`src/hw/rtl/affra_pkg.sv`:
```
// Shared types, constants and helper functions of the aligned first-fit range allocator.
package affra_pkg;

	localparam int MAX_RANGES = 64;
	localparam int IDX_W      = $clog2(MAX_RANGES);
	localparam int CNT_W      = $clog2(MAX_RANGES + 1);
	localparam int CFG_IDX_W  = 1;

	localparam logic [CFG_IDX_W-1:0] REG_WINDOW_START = 1'b0;
	localparam logic [CFG_IDX_W-1:0] REG_WINDOW_END   = 1'b1;

	typedef enum logic [1:0] {
		ACT_INSERT = 2'd0,
		ACT_ALLOC  = 2'd1,
		ACT_LOOKUP = 2'd2,
		ACT_NONE   = 2'd3
	} action_t;

	typedef enum logic [2:0] {
		ST_OK       = 3'd0,
		ST_OVERLAP  = 3'd1,
		ST_NOFIT    = 3'd2,
		ST_FULL     = 3'd3,
		ST_NOTFOUND = 3'd4
	} status_t;

	typedef struct packed {
		logic [63:0] base;
		logic [63:0] length;
		logic [7:0]  tag;
	} entry_t;

	localparam int ENTRY_W = $bits(entry_t);

	typedef struct packed {
		action_t     act;
		logic [63:0] base;
		logic [64:0] fend;
		logic [63:0] len;
		logic [63:0] mask;
		logic [7:0]  tag;
		logic [63:0] addr;
	} job_t;

	typedef struct packed {
		logic             valid;
		logic             overlap;
		logic             lower;
		logic             match;
		logic             fit;
		logic             tail_fit;
		logic [63:0]      aln;
		logic [IDX_W-1:0] idx;
		entry_t           ent;
	} eval_t;

	// round a 65-bit gap base up to the alignment; top bit of result is "usable"
	function automatic logic [64:0] round_up(input logic [64:0] gb, input logic [63:0] mask);
		logic [64:0] s;
		s = {1'b0, gb[63:0]} + {1'b0, mask};
		return {~gb[64] & ~s[64], s[63:0] & ~mask};
	endfunction

	function automatic logic fits(input logic [63:0] aln, input logic [63:0] ge,
			input logic [63:0] len);
		logic [64:0] e;
		e = {1'b0, aln} + {1'b0, len};
		return (aln < ge) && (e <= {1'b0, ge});
	endfunction

endpackage

```
`src/hw/rtl/affra_eval.sv`:
```
// Per-entry evaluation stage: range ends, overlap, lookup match and aligned gap tests.
module affra_eval import affra_pkg::*; (
	input  logic             clk,
	input  logic             arst_n,
	input  logic             rd_v,
	input  logic [IDX_W-1:0] rd_ix,
	input  entry_t           rd_ent,
	input  logic             init,
	input  job_t             job,
	input  logic [63:0]      win_start,
	input  logic [63:0]      win_end,
	output eval_t            ev
);

	logic             v_s1;
	logic [IDX_W-1:0] ix_s1;
	entry_t           ent_s1;
	logic [64:0]      end_s1;
	logic [63:0]      ge_s1;
	logic [63:0]      aln_q;
	logic             aln_ok_q;
	logic [64:0]      gb_next;
	logic [64:0]      rnd_next;
	logic [64:0]      rnd_init;

	always_ff @(posedge clk or negedge arst_n) begin
		if (!arst_n) begin
			v_s1 <= 1'b0;
		end else begin
			v_s1 <= rd_v;
		end
	end

	always_ff @(posedge clk) begin
		ix_s1  <= rd_ix;
		ent_s1 <= rd_ent;
		end_s1 <= {1'b0, rd_ent.base} + {1'b0, rd_ent.length};
		ge_s1  <= (rd_ent.base < win_end) ? rd_ent.base : win_end;
	end

	assign gb_next  = ({1'b0, win_start} < end_s1) ? end_s1 : {1'b0, win_start};
	assign rnd_next = round_up(gb_next, job.mask);
	assign rnd_init = round_up({1'b0, win_start}, job.mask);

	always_ff @(posedge clk or negedge arst_n) begin
		if (!arst_n) begin
			aln_ok_q <= 1'b0;
			aln_q    <= '0;
		end else if (init) begin
			aln_ok_q <= rnd_init[64];
			aln_q    <= rnd_init[63:0];
		end else if (v_s1) begin
			aln_ok_q <= rnd_next[64];
			aln_q    <= rnd_next[63:0];
		end
	end

	always_comb begin
		ev.valid    = v_s1;
		ev.overlap  = ({1'b0, job.base} < end_s1) && ({1'b0, ent_s1.base} < job.fend);
		ev.lower    = ent_s1.base <= job.base;
		ev.match    = (job.addr >= ent_s1.base) && ({1'b0, job.addr} < end_s1);
		ev.fit      = aln_ok_q && fits(aln_q, ge_s1, job.len);
		ev.tail_fit = aln_ok_q && fits(aln_q, win_end, job.len);
		ev.aln      = aln_q;
		ev.idx      = ix_s1;
		ev.ent      = ent_s1;
	end

endmodule

```
`config.mk`:
```
export PLATFORM = sky130hd
export DESIGN_NAME = affra_eval
export DESIGN_NICKNAME = d
export VERILOG_FILES = /design/src/hw/rtl/affra_pkg.sv /design/src/hw/rtl/affra_eval.sv
export SDC_FILE = /design/constraint.sdc
export NUM_CORES = 2
export LEC_CHECK = 0
export BUFFER_PORTS_ARGS = -buffer_cell sky130_fd_sc_hd__buf_4
export CAP_MARGIN = 20
export CORE_AREA = 4 4 312 314
export CTS_BUF_LIST = sky130_fd_sc_hd__clkbuf_4
export DETAILED_ROUTE_END_ITERATION = 8
export DIE_AREA = 0 0 316 318
export GPL_TIMING_DRIVEN = 0
export HOLD_SLACK_MARGIN = 0.05
export PLACE_DENSITY = 0.66
export SLEW_MARGIN = 10
export SYNTH_ARGS = -nofsm -noshare
export SYNTH_HDL_FRONTEND = slang
export SYNTH_SLANG_ARGS = --single-unit
```
`constraint.sdc`:
```
create_clock -name clk -period 7.4 [get_ports clk]
set_clock_uncertainty 0.15 [all_clocks]
set_input_delay 0.37 -clock clk [delete_from_list [all_inputs] [get_ports clk]]
set_output_delay 0.37 -clock clk [all_outputs]
set_load 0.02 [all_outputs]
```
; Yosys cells after proc, flatten, opt, wreduce, memory -nomap -nowiden
; Cells that the tools add are included.
; W data, S select, Z words.
[classes]
add_sub_neg = 4
order_cmp = 11
n_mux = 6
bitwise = 7
n_reduce_logical = 7
[ops]
columns = op, n
row1 = $add A64 B64 Y65, 4
row2 = $lt A64 B65 Y1, 4
row3 = $lt A64 B64 Y1, 3
row4 = $mux W64, 3
row5 = $le A65 B64 Y1, 2
row6 = $and A64 B64 Y64, 2
row7 = $mux W65, 1
row8 = $ge A64 B64 Y1, 1
row9 = $le A64 B64 Y1, 1
row10 = $not A64 Y64, 1
row11 = $logic_and A1 B1 Y1, 6
row12 = $not A1 Y1, 3
row13 = $mux W1, 2
row14 = $reduce_bool A2 Y1, 1
row15 = $and A1 B1 Y1, 1
[totals]
ff_bits = 337
out_inout_bits = 212

; Longest topological paths before layout
[logic_depth]
ltp_word = 7
ltp_mapped = 25
depth_no_buf = 24

; Worst setup path after synthesis
; OpenSTA, ideal clock, no wires.
[synth_path]
kind = input to register
from = input win_start[50]
to = register aln_q[56]
arrival_ns = 5.590
path_slack_ns = 1.545
cell_stages = 23
path_buffers = 1
path_cell_list = ha_1 -> a21o_1 -> a21o_1 -> a21o_1 -> a21o_1 -> a21oi_1 -> nor2_1 -> a211oi_1 -> o41ai_1 -> a21oi_1 -> clkbuf_1 -> mux2_2 -> fa_1 -> a41oi_1 -> o21ai_0 -> a211oi_1 -> o211ai_1 -> a21boi_0 -> o31ai_1 -> a31oi_1 -> o21ai_0 -> xnor2_1 -> o311ai_0
[synth_via]
elab_chain_cells = 6
[synth_rtl]
columns = item, line
row1 = from (decl), affra_eval.sv:10  ; input logic [63:0] win_start,
row2 = $lt A64 B65 Y1, affra_eval.sv:41  ; assign gb_next = ({1'b0, win_start} < end_s1) ? end_s1 : {1'b0, win_start};
row3 = $mux W65, affra_eval.sv:41
row4 = $add A64 B64 Y65, affra_pkg.sv:60  ; s = {1'b0, gb[63:0]} + {1'b0, mask};
row5 = $and A64 B64 Y64, affra_pkg.sv:61  ; return {~gb[64] & ~s[64], s[63:0] & ~mask};
row6 = $mux W64, affra_eval.sv:52  ; end else if (v_s1) begin
row7 = $mux W64 *, affra_eval.sv:49  ; end else if (init) begin
row8 = to (signal assigned), affra_eval.sv:51  ; aln_q <= rnd_init[63:0];
row9 = to (signal assigned), affra_eval.sv:54  ; aln_q <= rnd_next[63:0];
row10 = to (decl), affra_eval.sv:20  ; logic [63:0] aln_q;
; Every way passes the cells marked *; elsewhere a longest branch is shown, timed or not. The select of a mux whose other input is x is not followed.
; A chain may end at the register's enable or synchronous reset.

==> metrics.md <==
| Metric | Value |
|---|---|
| Slew Limit Headroom | `24.55%` |
| Area post-placement | `48980 um^2` |
| Synthesized instance count | `5023` |
| P_sw | `5842 uW` |
| Tmin final | `7.427 ns` |
| #FFs+latches synth | `337` |
| Vias in the first global route | `46670` |
| CP Cell Sequence | `ha_1 > inv_1 > o21ai_0 > a2111oi_2 > a2111oi_2 > o211a_1 > or3_1 > a211oi_2 > nor2_1 > a221oi_2 > xnor2_2 > ha_1 > nand4_1 > nor3_4 > nand4_1 > nor2_2 > nor2_1 > a211oi_2 > buf_4` |
| Initial drt markers | `5273` |
| Layout cell share with drive strength beyond 1 | `19.00%` |
| Die height | `318 um` |
| Pwr Total | `11950 uW` |
| Total GRT Usage | `42.26%` |
| CP max stage delay | `0.69 ns` |
| First-pass GRT wire length | `312600 um` |
| WP data required | `6.88 ns` |
| Largest net degree at the start of global routing | `67` |
| Multi-input gate area | `32400 um^2` |
| DP HPWL | `179400 um` |
| Flop pwr share | `22.2%` |
| Max VDD drop | `0.1588 mV` |
| Syn avg cell area | `8.226 um^2` |
| CP max stage cell | `dfrtp_1` |
| # clock sinks | `337` |
| Fin area | `56820 um^2` |
| Synth warn | `0` |
| PD cells | `210.2 nW/um^2` |
| Total Wirelength | `222200 um` |
| Top cell type by total area after synthesis | `ha_1` |
| Gr ovfl total | `0` |
| Part of the cycle the worst path needs | `100.4%` |
| Fmax | `134.7 MHz` |
| CTS tree | `yes` |
| Register area | `7104 um^2` |
| Final setup violation count | `2` |
| Final WS setup | `-0.02667 ns` |
| Starting density of the core | `43.68%` |
| Worst-Margin Slew | `1.132 ns` |
| Max_cap viols | `0` |
| Detailed Routing Iterations Pass 1 | `8` |
| Area contributors post-synth | `ha_1 29%, dfxtp_1 13%, a21o_1 6.6%` |
| Pre-CTS setup slack | `-0.8636 ns` |
| Failing checks | `setup timing` |
| Top cell type's share of synthesized area | `29.28%` |
| Fillers | `8540` |
| Syn-to-layout area delta | `37.51%` |
| Switch share | `48.91%` |
| Power share of the clock group | `16.3%` |
| Row count | `113` |
| Lkg Pwr | `0.02898 uW` |
| Hold Path Class | `input port to flip-flop` |
| CP Capture Type | `primary output` |
| Clk buf depth | `3` |
| Final Max Slew Viols | `0` |
| Final Hold Vio Count | `0` |
| CTS Buf Count | `99` |
| WP data arrival | `6.91 ns` |
| Final antenna-violating net count | `0` |
| TNS Setup | `-0.05280 ns` |
| Worst setup SP type | `flip-flop` |
| Post-synth EDFFs | `0` |
| Register area share after synthesis | `17.13%` |
| Status | `finished with violations` |
| RSZ-0062 raised after global routing | `yes` |
| Core area | `94590 um^2` |
| CP Max Fanout | `5` |
| Placer Congestion | `1.057` |
| Syn nets | `6599` |
| I/O pin count | `817` |
| # port buffers | `805` |
| CTS Root Cell | `clkbuf_4` |
| Vias per std cell | `6.065` |
| Layout Nets | `8114` |
| Internal power | `6103 uW` |
| Post-synth top flop | `dfxtp_1` |
| CP Class | `flip-flop to primary output` |
| Worst-Skew Late Latency | `0.99 ns` |
| Hold slack | `0.1076 ns` |
| Routed vias | `47940` |
| CTS clk-pin slew, worst paths | `0.08 ns` |
| Synth async-reset ratio | `19.58%` |
| Drt drc | `0` |
| Cell Area, Synth | `41320 um^2` |
| Library cells used by synthesis | `94` |
| Die area | `100500 um^2` |
| H-Tree Depth | `3` |
| Drt wl/cell | `28.11 um` |
| Combinational fraction of design power | `61.5%` |
| Die X-Extent | `316 um` |
| Initial antenna violation count | `31` |
==> placed cells by master, fill, tap and decap left out, types with 31 or more instances in the layout <==
cell type,netlist,routed
ha_1,967,958
buf_4,11,844
dlygate4sd3_1,0,582
a21oi_1,471,462
inv_1,462,462
a21o_1,362,362
nand2_1,320,320
o21ai_0,282,272
dfxtp_1,271,271
nor2_1,238,236
nand4_1,195,195
xnor2_1,142,141
clkbuf_4,2,137
mux2_2,129,129
clkbuf_1,99,92
xor2_1,91,90
nor2b_1,77,77
nand3_1,68,68
nand2b_1,66,66
nor3_1,65,60
o21bai_1,54,54
dfrtp_1,66,46
a211oi_1,47,44
a31oi_1,46,44
o211ai_1,39,39
o31ai_1,33,31
==> cell families (layout without fill, tap and decap cells) <==
group	after synthesis	count (layout)	share of synthesized area, %
AOI/OAI and AO/OA	1590	1590	25.00
and+or+nand+nor	1170	1170	14.18
adders and majority gates	971	971	29.48
buffers and inverters	584	2178	5.542
DFF	337	337	17.13
xor gates and xnor gates	233	233	4.939
muxes	138	138	3.734
other	0	22	0
==> registers in the layout (all words and copies together), names as in the netlist <==
signal,count
v_s1,1
ev,136
aln_ok_q,1
ix_s1,6
ge_s1,64
aln_q,64
end_s1,65
==> area by class of cell <==
class                      instances  share of cell area, %
clock buffer                     135                  1.784
inverter                         462                  3.052
antenna                           22                0.09690
timing repair buffer            1419                  21.35
multi-input combinational       4102                  57.02
sequential                       337                  12.50
tap                             1265                  2.786
clock inverter                    45                 0.4581
buffer                           117                 0.9403
==> metrics by stage <==
step | instances | util (%)
after floorplan | 5023 | -
final | 7904 | 60.07
after CTS | 7869 | 59.70
after global routing | 7898 | 60.05
after detailed placement | 7097 | 51.79
after global placement | 7093 | 51.74
==> routing by layer <==
metal | global-route usage (%) | share of wire, % | routed length [um]
met5 | 0 | 0.018 | 40
met4 | 22.16 | 6.1 | 13540
met3 | 12.09 | 12 | 27760
met2 | 60.90 | 41 | 90080
met1 | 56.87 | 41 | 90790
==> worst max-delay path: cells and delay by family (launching register included) <==
| family | cells | cell delay, ns |
|---|---|---|
| xor+xnor | 1 | 0.15 |
| buf+inv | 2 | 0.34 |
| flops | 1 | 0.69 |
| compound gates | 7 | 2.08 |
| fa+ha+maj | 2 | 0.71 |
| simple gates | 7 | 1.94 |
==> timing repair <==
action | CTS | global route
buffers inserted | 9 | 18
gates cloned | 0 | 0
endpoints found under the hold margin | 403 | 0
endpoints found under the setup margin | 36 | 41
resized for setup | 63 | 54
pin swaps | 8 | 20
hold buffers | 583 | 0
==> synth_stat cells (all sizes together) (48+ instances only) <==
master and count:
ha 967, xnor2 142, nand2b 66, a21oi 472, nor2b 77, nand3 68, a211oi 48, a21o 363
dfrtp 66, a31oi 48, clkbuf 103, o21bai 54, o21ai 291, dfxtp 271, xor2 91, nor2 238
nor3 65, nand2 322, mux2 129, nand4 196, inv 462
==> power by group through the flow <==
stage	Combinational, uW	Sequential, uW	Clock (uW)
CTS	7010	2580	1940
floorplan	4300	2390	0
global route	7970	2630	2050
finish	7350	2650	1940
detailed placement	6540	2610	0
global placement	6480	2620	0
==> final timing paths <==
path                             startpoint         to  slack, ns  cells after the start
worst min-delay path            rd_ent[129]  ge_s1[57]       0.11                      3
worst max register to register   end_s1[43]  aln_q[31]       0.06                     25
max in group asynchronous            arst_n  aln_q[61]       6.31                      4
worst max-delay path              aln_q[15]    ev[207]      -0.03                     19
worst min register to register    aln_q[35]  aln_q[35]       0.64                      2
min in group asynchronous            arst_n  aln_q[14]       0.36                      4
Power figures use the tool's default switching activity.
