$ cat config.mk
export PLATFORM = sky130hd
export DESIGN_NAME = affra_ram
export DESIGN_NICKNAME = d
export VERILOG_FILES = /design/src/hw/rtl/affra_ram.sv
export SDC_FILE = /design/constraint.sdc
export NUM_CORES = 1
export LEC_CHECK = 0
export CAP_MARGIN = 40
export CELL_PAD_IN_SITES_DETAIL_PLACEMENT = 0
export CELL_PAD_IN_SITES_GLOBAL_PLACEMENT = 1
export CORE_MARGIN = 2
export CORE_UTILIZATION = 50
export DETAILED_ROUTE_END_ITERATION = 16
export DONT_BUFFER_PORTS = 1
export GPL_TIMING_DRIVEN = 0
export PLACE_DENSITY = 0.69
export SLEW_MARGIN = 20
export SYNTH_ARGS = -nofsm -noshare
export SYNTH_HDL_FRONTEND = slang
export SYNTH_SLANG_ARGS = --single-unit
$ cat constraint.sdc
create_clock -name clk -period 5.66 [get_ports clk]
set_input_delay 1.132 -clock clk [delete_from_list [all_inputs] [get_ports clk]]
set_output_delay 1.132 -clock clk [all_outputs]
set_load 0.005 [all_outputs]
$ cat src/hw/rtl/affra_ram.sv
// Generic single-write, single-read synchronous RAM with registered read data.
module affra_ram #(
	parameter int WIDTH = 8,
	parameter int DEPTH = 16
) (
	input  logic                     clk,
	input  logic                     we,
	input  logic [$clog2(DEPTH)-1:0] waddr,
	input  logic [WIDTH-1:0]         wdata,
	input  logic [$clog2(DEPTH)-1:0] raddr,
	output logic [WIDTH-1:0]         rdata
);

	logic [WIDTH-1:0] mem [DEPTH];

	always_ff @(posedge clk) begin
		if (we) begin
			mem[waddr] <= wdata;
		end
		rdata <= mem[raddr];
	end

endmodule

-- Word-level counts from Yosys, hierarchy flattened
Memory sizes are Yosys's and may differ from the RTL's. A register that Yosys moved wholly into a read port is not among the register bits.
Index checks and enable logic that the tools add are counted.
- flip-flop bits (word level): 0
- memory bits (writable): 128
- input bits: 18
- output and inout bits: 8
- logic and storage cells: 3
- memories: 1
- memories (memory ; words ; bits a word ; rd ports ; clocked after Yosys merged registers in ; wr ports ; line ; text):
    mem ; 16 ; 8 ; 1 ; 1 ; 1 ; 14 ; logic [WIDTH-1:0] mem [DEPTH];
- muxes and demuxes: 2
- operators by type and width (cell ; count):
    $mux 1 ; 2

-- Longest topological paths before layout
Gate-level depths: netlist (run 1).
- word-level depth: 2
- depth in mapped cells: 5
- mapped depth without buffers: 3

-- Worst setup path before layout (run 1)
OpenSTA, ideal clock, no wires.
- kind: input to register
- from: input port waddr[2]
- to: memory mem[0][0] (enable)
- library setup time: 0.383 ns
- arrival time: 2.242 ns
- required time: 5.277 ns
- setup slack: 3.035 ns
- cell stages on the path: 2
- path buffers: 0
- path through: or3b_2 nor3_1
- RTL lines (element ; line ; text):
    start, declared ; 8 ; input logic [$clog2(DEPTH)-1:0] waddr,
    end, declared ; 14 ;
No word-level cell before the write port.

-- Worst setup path after layout (run 1)
- from: input port waddr[2]
- to: memory mem[2][4] (enable)
No word-level cell before the write port.

==> results of run 1 <==
state kept, by name (all words and copies together), names as in the netlist:
| name | count |
|---|---|
| rdata | 8 |
| mem | 128 |
cell usage after synthesis:
master and n:
sky130_fd_sc_hd__edfxtp_1 128, sky130_fd_sc_hd__mux4_2 18, sky130_fd_sc_hd__a22oi_1 16, sky130_fd_sc_hd__mux4_1 14, sky130_fd_sc_hd__nor2_1 13, sky130_fd_sc_hd__nand2_1 9
sky130_fd_sc_hd__dfxtp_1 8, sky130_fd_sc_hd__nor3_1 4, sky130_fd_sc_hd__buf_2 3, sky130_fd_sc_hd__buf_6 3, sky130_fd_sc_hd__clkdlybuf4s25_2 3, sky130_fd_sc_hd__nand2b_1 2
sky130_fd_sc_hd__nand3b_1 2, sky130_fd_sc_hd__and2_1 1, sky130_fd_sc_hd__and2b_1 1, sky130_fd_sc_hd__buf_4 1, sky130_fd_sc_hd__nand3_1 1, sky130_fd_sc_hd__nor2b_1 1
sky130_fd_sc_hd__or3b_2 1
metrics by stage:
step	instance area (um2)	std cells	setup slack, ns	power [mW]	util
after floorplan	5150	229	3.04	1.21	-
after global placement	5320	365	2.56	1.23	0.524
after detailed placement	5340	365	2.94	1.23	0.526
after CTS	5970	397	3.48	2.38	0.589
after global routing	5970	398	3.46	2.43	0.589
final	5970	398	3.47	2.36	0.589
per-layer routing:
metal | vias to the layer above | share of wire | global-route usage
met1 | 1193 | 0.44 | 0.273
met4 | 0 | 0.012 | 0.0810
met3 | 6 | 0.069 | 0.0563
met2 | 80 | 0.48 | 0.269
met5 | - | 0 | 0
li1 | 1016 | - | -
layout make-up:
class,instances,share of cell area
multi-input combinational,83,0.180
tap,136,0.0285
sequential,136,0.670
buffer,10,0.0145
clock inverter,11,0.0285
timing repair buffer,1,0.00126
clock buffer,21,0.0769
power by group through the flow:
stage               clock, mW  combinational (mW)  sequential, mW
global placement            0              0.0769            1.15
floorplan                   0              0.0572            1.15
global route             1.21              0.0826            1.14
detailed placement          0              0.0773            1.15
finish                   1.15              0.0771            1.13
CTS                      1.16              0.0780            1.13
worst min-delay path, cell delays in order (launching register included):
cell,delay [ns]
sky130_fd_sc_hd__edfxtp_1,0.31
sky130_fd_sc_hd__mux4_1,0.21
sky130_fd_sc_hd__a22oi_1,0.08
sky130_fd_sc_hd__nand2_1,0.05
kinds of logic after synthesis:
kind of cell	after synthesis
buffers and inverters	10
flip-flops	136
AND/OR/NAND/NOR	35
multiplexers	32
AO/OA/AOI/OAI	16
worst paths after layout:
kind | from | to | slack [ns]
worst min-delay path | mem[11][3] | rdata[3] | 0.68
worst max-delay path | waddr[2] | mem[2][4] | 3.47
worst max register to register | mem[5][0] | rdata[0] | 4.17
worst min register to register | mem[11][3] | rdata[3] | 0.68
==> metrics.txt, run 1 <==
status=finished, final reports clean; post-synthesis sequential element count=136; Area Overhead vs Synth=16.1%; net count after synthesis=247; CTS hold repair buffers=0; row count=37; synth unique cells=19; post-synthesis instance area=5150 um2; Final Slew Violations=0; final hold vios=0; most common library cell in the layout ignoring fill and taps=sky130_fd_sc_hd__edfxtp_1; total half-perimeter wirelength after legalization and detailed placement=5820 um; DRC=0; area of the core=10,100 um2; Simple-Gate Fraction of Synth Area=0.0318; sort of element at the start of the critical path=input pin; via count of the first global-routing pass=2,352; DRC marker count from the first detailed-route iteration=136; overall overflow remaining after global route=0; sw frac=0.189; worst min path class=reg -> reg; die width=105 um; final clock period utilization by the worst path=0.387; first-pass GRT wire length=14,300 um; I/O Pins=26; count of cell instances traversed by the critical path=2; total number of vias=2,295; Synth Area in Adders=0; post-synthesis cell type with the largest combined area=sky130_fd_sc_hd__edfxtp_1; starting density of the core=0.508; cell with the largest stage delay on the worst path=sky130_fd_sc_hd__nor2_1; largest net degree at the start of global routing=17; nets=267; switching component of the power=0.446 mW; Max FO, Critical Path=8; clock network power share=0.487; Post-Route Skew=0.00533 ns; fraction of layout cells with a size suffix above 1=0.244; antenna violations before repair=0; portion of netlist area occupied by mux cells=0.150; kind of capture point of the worst setup path=flip-flop; routed wire length=9520 um; top cell type's share of synthesized area=0.747; proportion of synthesized chip area in sequential cells=0.778; cell internal pwr=1.91 mW; buffer and inverter count on the worst path=0; insertion delay of the later-clocked pin in the worst-skew pair=0.51 ns; number of buffers between clock root and the deepest sink=2; Resized Gates After CTS=0; total track usage=0.189; combinational family with the most area after synthesis=multiplexers; RSZ-0062 raised after global routing=no; post-detailed-route via-to-cell ratio=5.77; Total Neg Setup Slack=0 ns; total setup violations reported at the end of the flow=0; crit-path leading delay family=simple AND/OR/NAND/NOR gates; list of cells traversed by the critical path=or3b_2 > nor2_1; fraction of power consumed by sequential logic=0.480; post-route worst hold slack=0.679 ns; number of iterations in the first detailed-routing pass=4; post-CTS setup buffer count=0; vertical die dimension=105 um; type of the worst setup path=in -> reg; Max rail drop VDD=0.000151 V; slew of the pin with the lowest slew margin=0.816 ns; Warnings, synthesis=0; TritonCTS clock tree=built; number of cells on the worst hold path=3; WP data required=5.79 ns; count of inserted antenna diode cells=0; count of input and output buffers=0; number of fillers in the final layout=683; Power Density=395 nW/um2; gp weighted congestion=0.686; remaining antenna violation count=0; number of clock sinks=136; number of buffers created by CTS=17; cell at the root of the clock tree=sky130_fd_sc_hd__clkbuf_8; number of H-tree levels=4; detailed-route wire length per cell=23.9 um; Max Cap Viol=0; synthesized area divided by synthesized cell count=22.5 um2; Cells after Synth=229; clock slew at the register clock pins of the worst setup and hold paths=0.06 ns; Sequential Area=4000 um2; Static Leak=1.95 nW; area used by multi-input combinational logic=1080 um2; proportion of power drawn by combinational gates=0.033; compound-gate portion of the synthesized area=0.0233; timing-limited maximum frequency=0.456 GHz; most frequent cells in the layout=sky130_fd_sc_hd__edfxtp_1 (128), sky130_fd_sc_hd__mux4_2 (18), sky130_fd_sc_hd__a22oi_1 (16), sky130_fd_sc_hd__clkbuf_16 (16), sky130_fd_sc_hd__mux4_1 (14); peak per-stage delay on the critical path=0.65 ns; FF-to-FF path depth=3; final critical delay including setup and external delays=2.19 ns; arrival time at the worst endpoint=2.32 ns; Die ar.=11,100 um2; max-slew headroom at the worst pin=0.454; leading post-synthesis cells by cell area=sky130_fd_sc_hd__edfxtp_1 (75%), sky130_fd_sc_hd__mux4_2 (7.9%), sky130_fd_sc_hd__mux4_1 (7.1%); xor/xnor cell area share of the yosys netlist=0
Note: power is estimated with default switching activity, not from simulation.
==> run 2, diff against run 1 <==
PLACE_DENSITY = 0.71   (was 0.69)
clock period = 1.9 ns   (was 5.66 ns; I/O delays follow)
==> run 2 against run 1 <==
- via count up 1.0%
- worst hold slack got worse by 0.54 ns
- sequential share of layout area grew 0.18 points
- sequential power rose to 3.0 times the previous value
- critical path depth rose by 1
- register-to-register slack lost 3.7 ns
- largest cell class unchanged
- design area fell by 0.27%
- largest power group is now registers
- critical path type is now reg -> reg
- critical endpoint is now rdata[0]
- non-clock buffer count rose by 8
- routed wire length decreased by 0.56%
- power rose to 2.8 times the previous value
==> metrics.txt, run 2 (synthesis gave the netlist of run 1 again) <==
status=finished, final reports clean; cell at the root of the clock tree=sky130_fd_sc_hd__clkbuf_8; Die ar.=11,100 um2; buffer and inverter count on the worst path=0; FF-to-FF path depth=3; slew of the pin with the lowest slew margin=0.802 ns; most common library cell in the layout ignoring fill and taps=sky130_fd_sc_hd__edfxtp_1; row count=37; count of cell instances traversed by the critical path=3; most frequent cells in the layout=sky130_fd_sc_hd__edfxtp_1 (128), sky130_fd_sc_hd__mux4_2 (18), sky130_fd_sc_hd__a22oi_1 (16), sky130_fd_sc_hd__clkbuf_16 (16), sky130_fd_sc_hd__mux4_1 (14); fraction of layout cells with a size suffix above 1=0.241; number of buffers created by CTS=17; number of clock sinks=136; max-slew headroom at the worst pin=0.464; worst min path class=in -> reg; area of the core=10,100 um2; final hold vios=0; final clock period utilization by the worst path=0.760; RSZ-0062 raised after global routing=no; WP data required=2.29 ns; arrival time at the worst endpoint=1.83 ns; crit-path leading delay family=multiplexers; total half-perimeter wirelength after legalization and detailed placement=5920 um; number of buffers between clock root and the deepest sink=2; detailed-route wire length per cell=23.3 um; post-CTS setup buffer count=0; type of the worst setup path=reg -> reg; gp weighted congestion=0.713; DRC=0; Max rail drop VDD=0.000453 V; via count of the first global-routing pass=2,377; post-detailed-route via-to-cell ratio=5.71; registers with the most flip-flops=mem (128), rdata (8); count of input and output buffers=0; total track usage=0.187; kind of capture point of the worst setup path=flip-flop; antenna violations before repair=0; clock slew at the register clock pins of the worst setup and hold paths=0.06 ns; Max Cap Viol=0; first-pass GRT wire length=14,400 um; placed instance area=5340 um2; largest net degree at the start of global routing=17; overall overflow remaining after global route=0; final critical delay including setup and external delays=1.44 ns; cell with the largest stage delay on the worst path=sky130_fd_sc_hd__mux4_1; total setup violations reported at the end of the flow=0; Area Overhead vs Synth=15.8%; Static Leak=1.95 nW; sort of element at the start of the critical path=flip-flop; number of iterations in the first detailed-routing pass=4; vertical die dimension=105 um; total number of vias=2,319; insertion delay of the later-clocked pin in the worst-skew pair=0.51 ns; max FFs per register=128; largest reg by FF count=mem; Power Density=1100 nW/um2; remaining antenna violation count=0; Final Slew Violations=0; timing-limited maximum frequency=0.692 GHz; die width=105 um; I/O Pins=26; count of inserted antenna diode cells=0; peak per-stage delay on the critical path=0.55 ns; number of cells on the worst hold path=1; final core occ=0.588; routed wire length=9470 um; Post-Route Skew=0.00671 ns; DRC marker count from the first detailed-route iteration=144; TritonCTS clock tree=built; Max FO, Critical Path=1; final instance area=5960 um2; nets=275; list of cells traversed by the critical path=mux4_1 > a22oi_1 > nand2_1; starting density of the core=0.508; number of H-tree levels=4
run 2: cell types whose count changed in the layout (fill, tap and decap cells not counted):
cell	previous run	this run
sky130_fd_sc_hd__bufinv_16	4	0
sky130_fd_sc_hd__clkinv_2	1	5
sky130_fd_sc_hd__dlygate4sd3_1	0	8
sky130_fd_sc_hd__clkinv_1	1	0
sky130_fd_sc_hd__clkinvlp_4	2	3
run 2: final timing paths:
check / from / end / slack (ns)
max: mem[6][0] / rdata[0] / 0.46
min: waddr[0] / mem[4][7] / 0.14
max reg2reg: mem[6][0] / rdata[0] / 0.46
min reg2reg: mem[8][2] / rdata[2] / 0.68
run 2: area by class of cell:
cell class / instances / area, um2
fill: 735 / 4180
tap: 136 / 170
sequential: 136 / 4000
clock inverter: 11 / 73.8
buffer: 10 / 86.3
multi-input combinational: 83 / 1080
clock buffer: 21 / 459
timing repair buffer: 9 / 87.6
run 2: routing by layer:
| metal | vias to the layer above | part of all wire | track usage |
|---|---|---|---|
| li1 | 1030 | - | - |
| met1 | 1192 | 0.43 | 0.275 |
| met2 | 90 | 0.49 | 0.275 |
| met3 | 7 | 0.076 | 0.0501 |
| met4 | 0 | 0.0079 | 0.0657 |
| met5 | - | 0 | 0 |
run 2: timing repair:
action / 4_1_cts / 5_1_grt
hold buffers: 8 / 0
resized for setup: 0 / 0
hold endpoints to repair: 128 / 0
run 2: worst register-to-register path: stages, from the launching register on:
cell and delay [ns]:
sky130_fd_sc_hd__edfxtp_1 0.36, sky130_fd_sc_hd__mux4_1 0.55, sky130_fd_sc_hd__a22oi_1 0.31, sky130_fd_sc_hd__nand2_1 0.10
run 2: metrics by stage:
| step | setup WS [ns] | TNS, ns | hold slack (ns) | std cells | power, mW |
|---|---|---|---|---|---|
| after floorplan | 0.0271 | 0 | 0.479 | 229 | 3.60 |
| after global placement | -0.441 | -6.24 | 0.480 | 365 | 3.66 |
| after detailed placement | -0.0871 | -1.12 | 0.479 | 365 | 3.67 |
| after CTS | 0.422 | 0 | 0.126 | 405 | 6.58 |
| after global routing | 0.369 | 0 | 0.132 | 406 | 6.71 |
| final | 0.456 | 0 | 0.141 | 406 | 6.54 |
run 2: report_power, final:
| part | leakage [nW] | internal [mW] | switching (mW) |
|---|---|---|---|
| clock | 0.260 | 1.70 | 1.19 |
| sequential | 1.22 | 3.36 | 0.0196 |
| combinational | 0.462 | 0.120 | 0.161 |
| total | 1.95 | 5.18 | 1.37 |
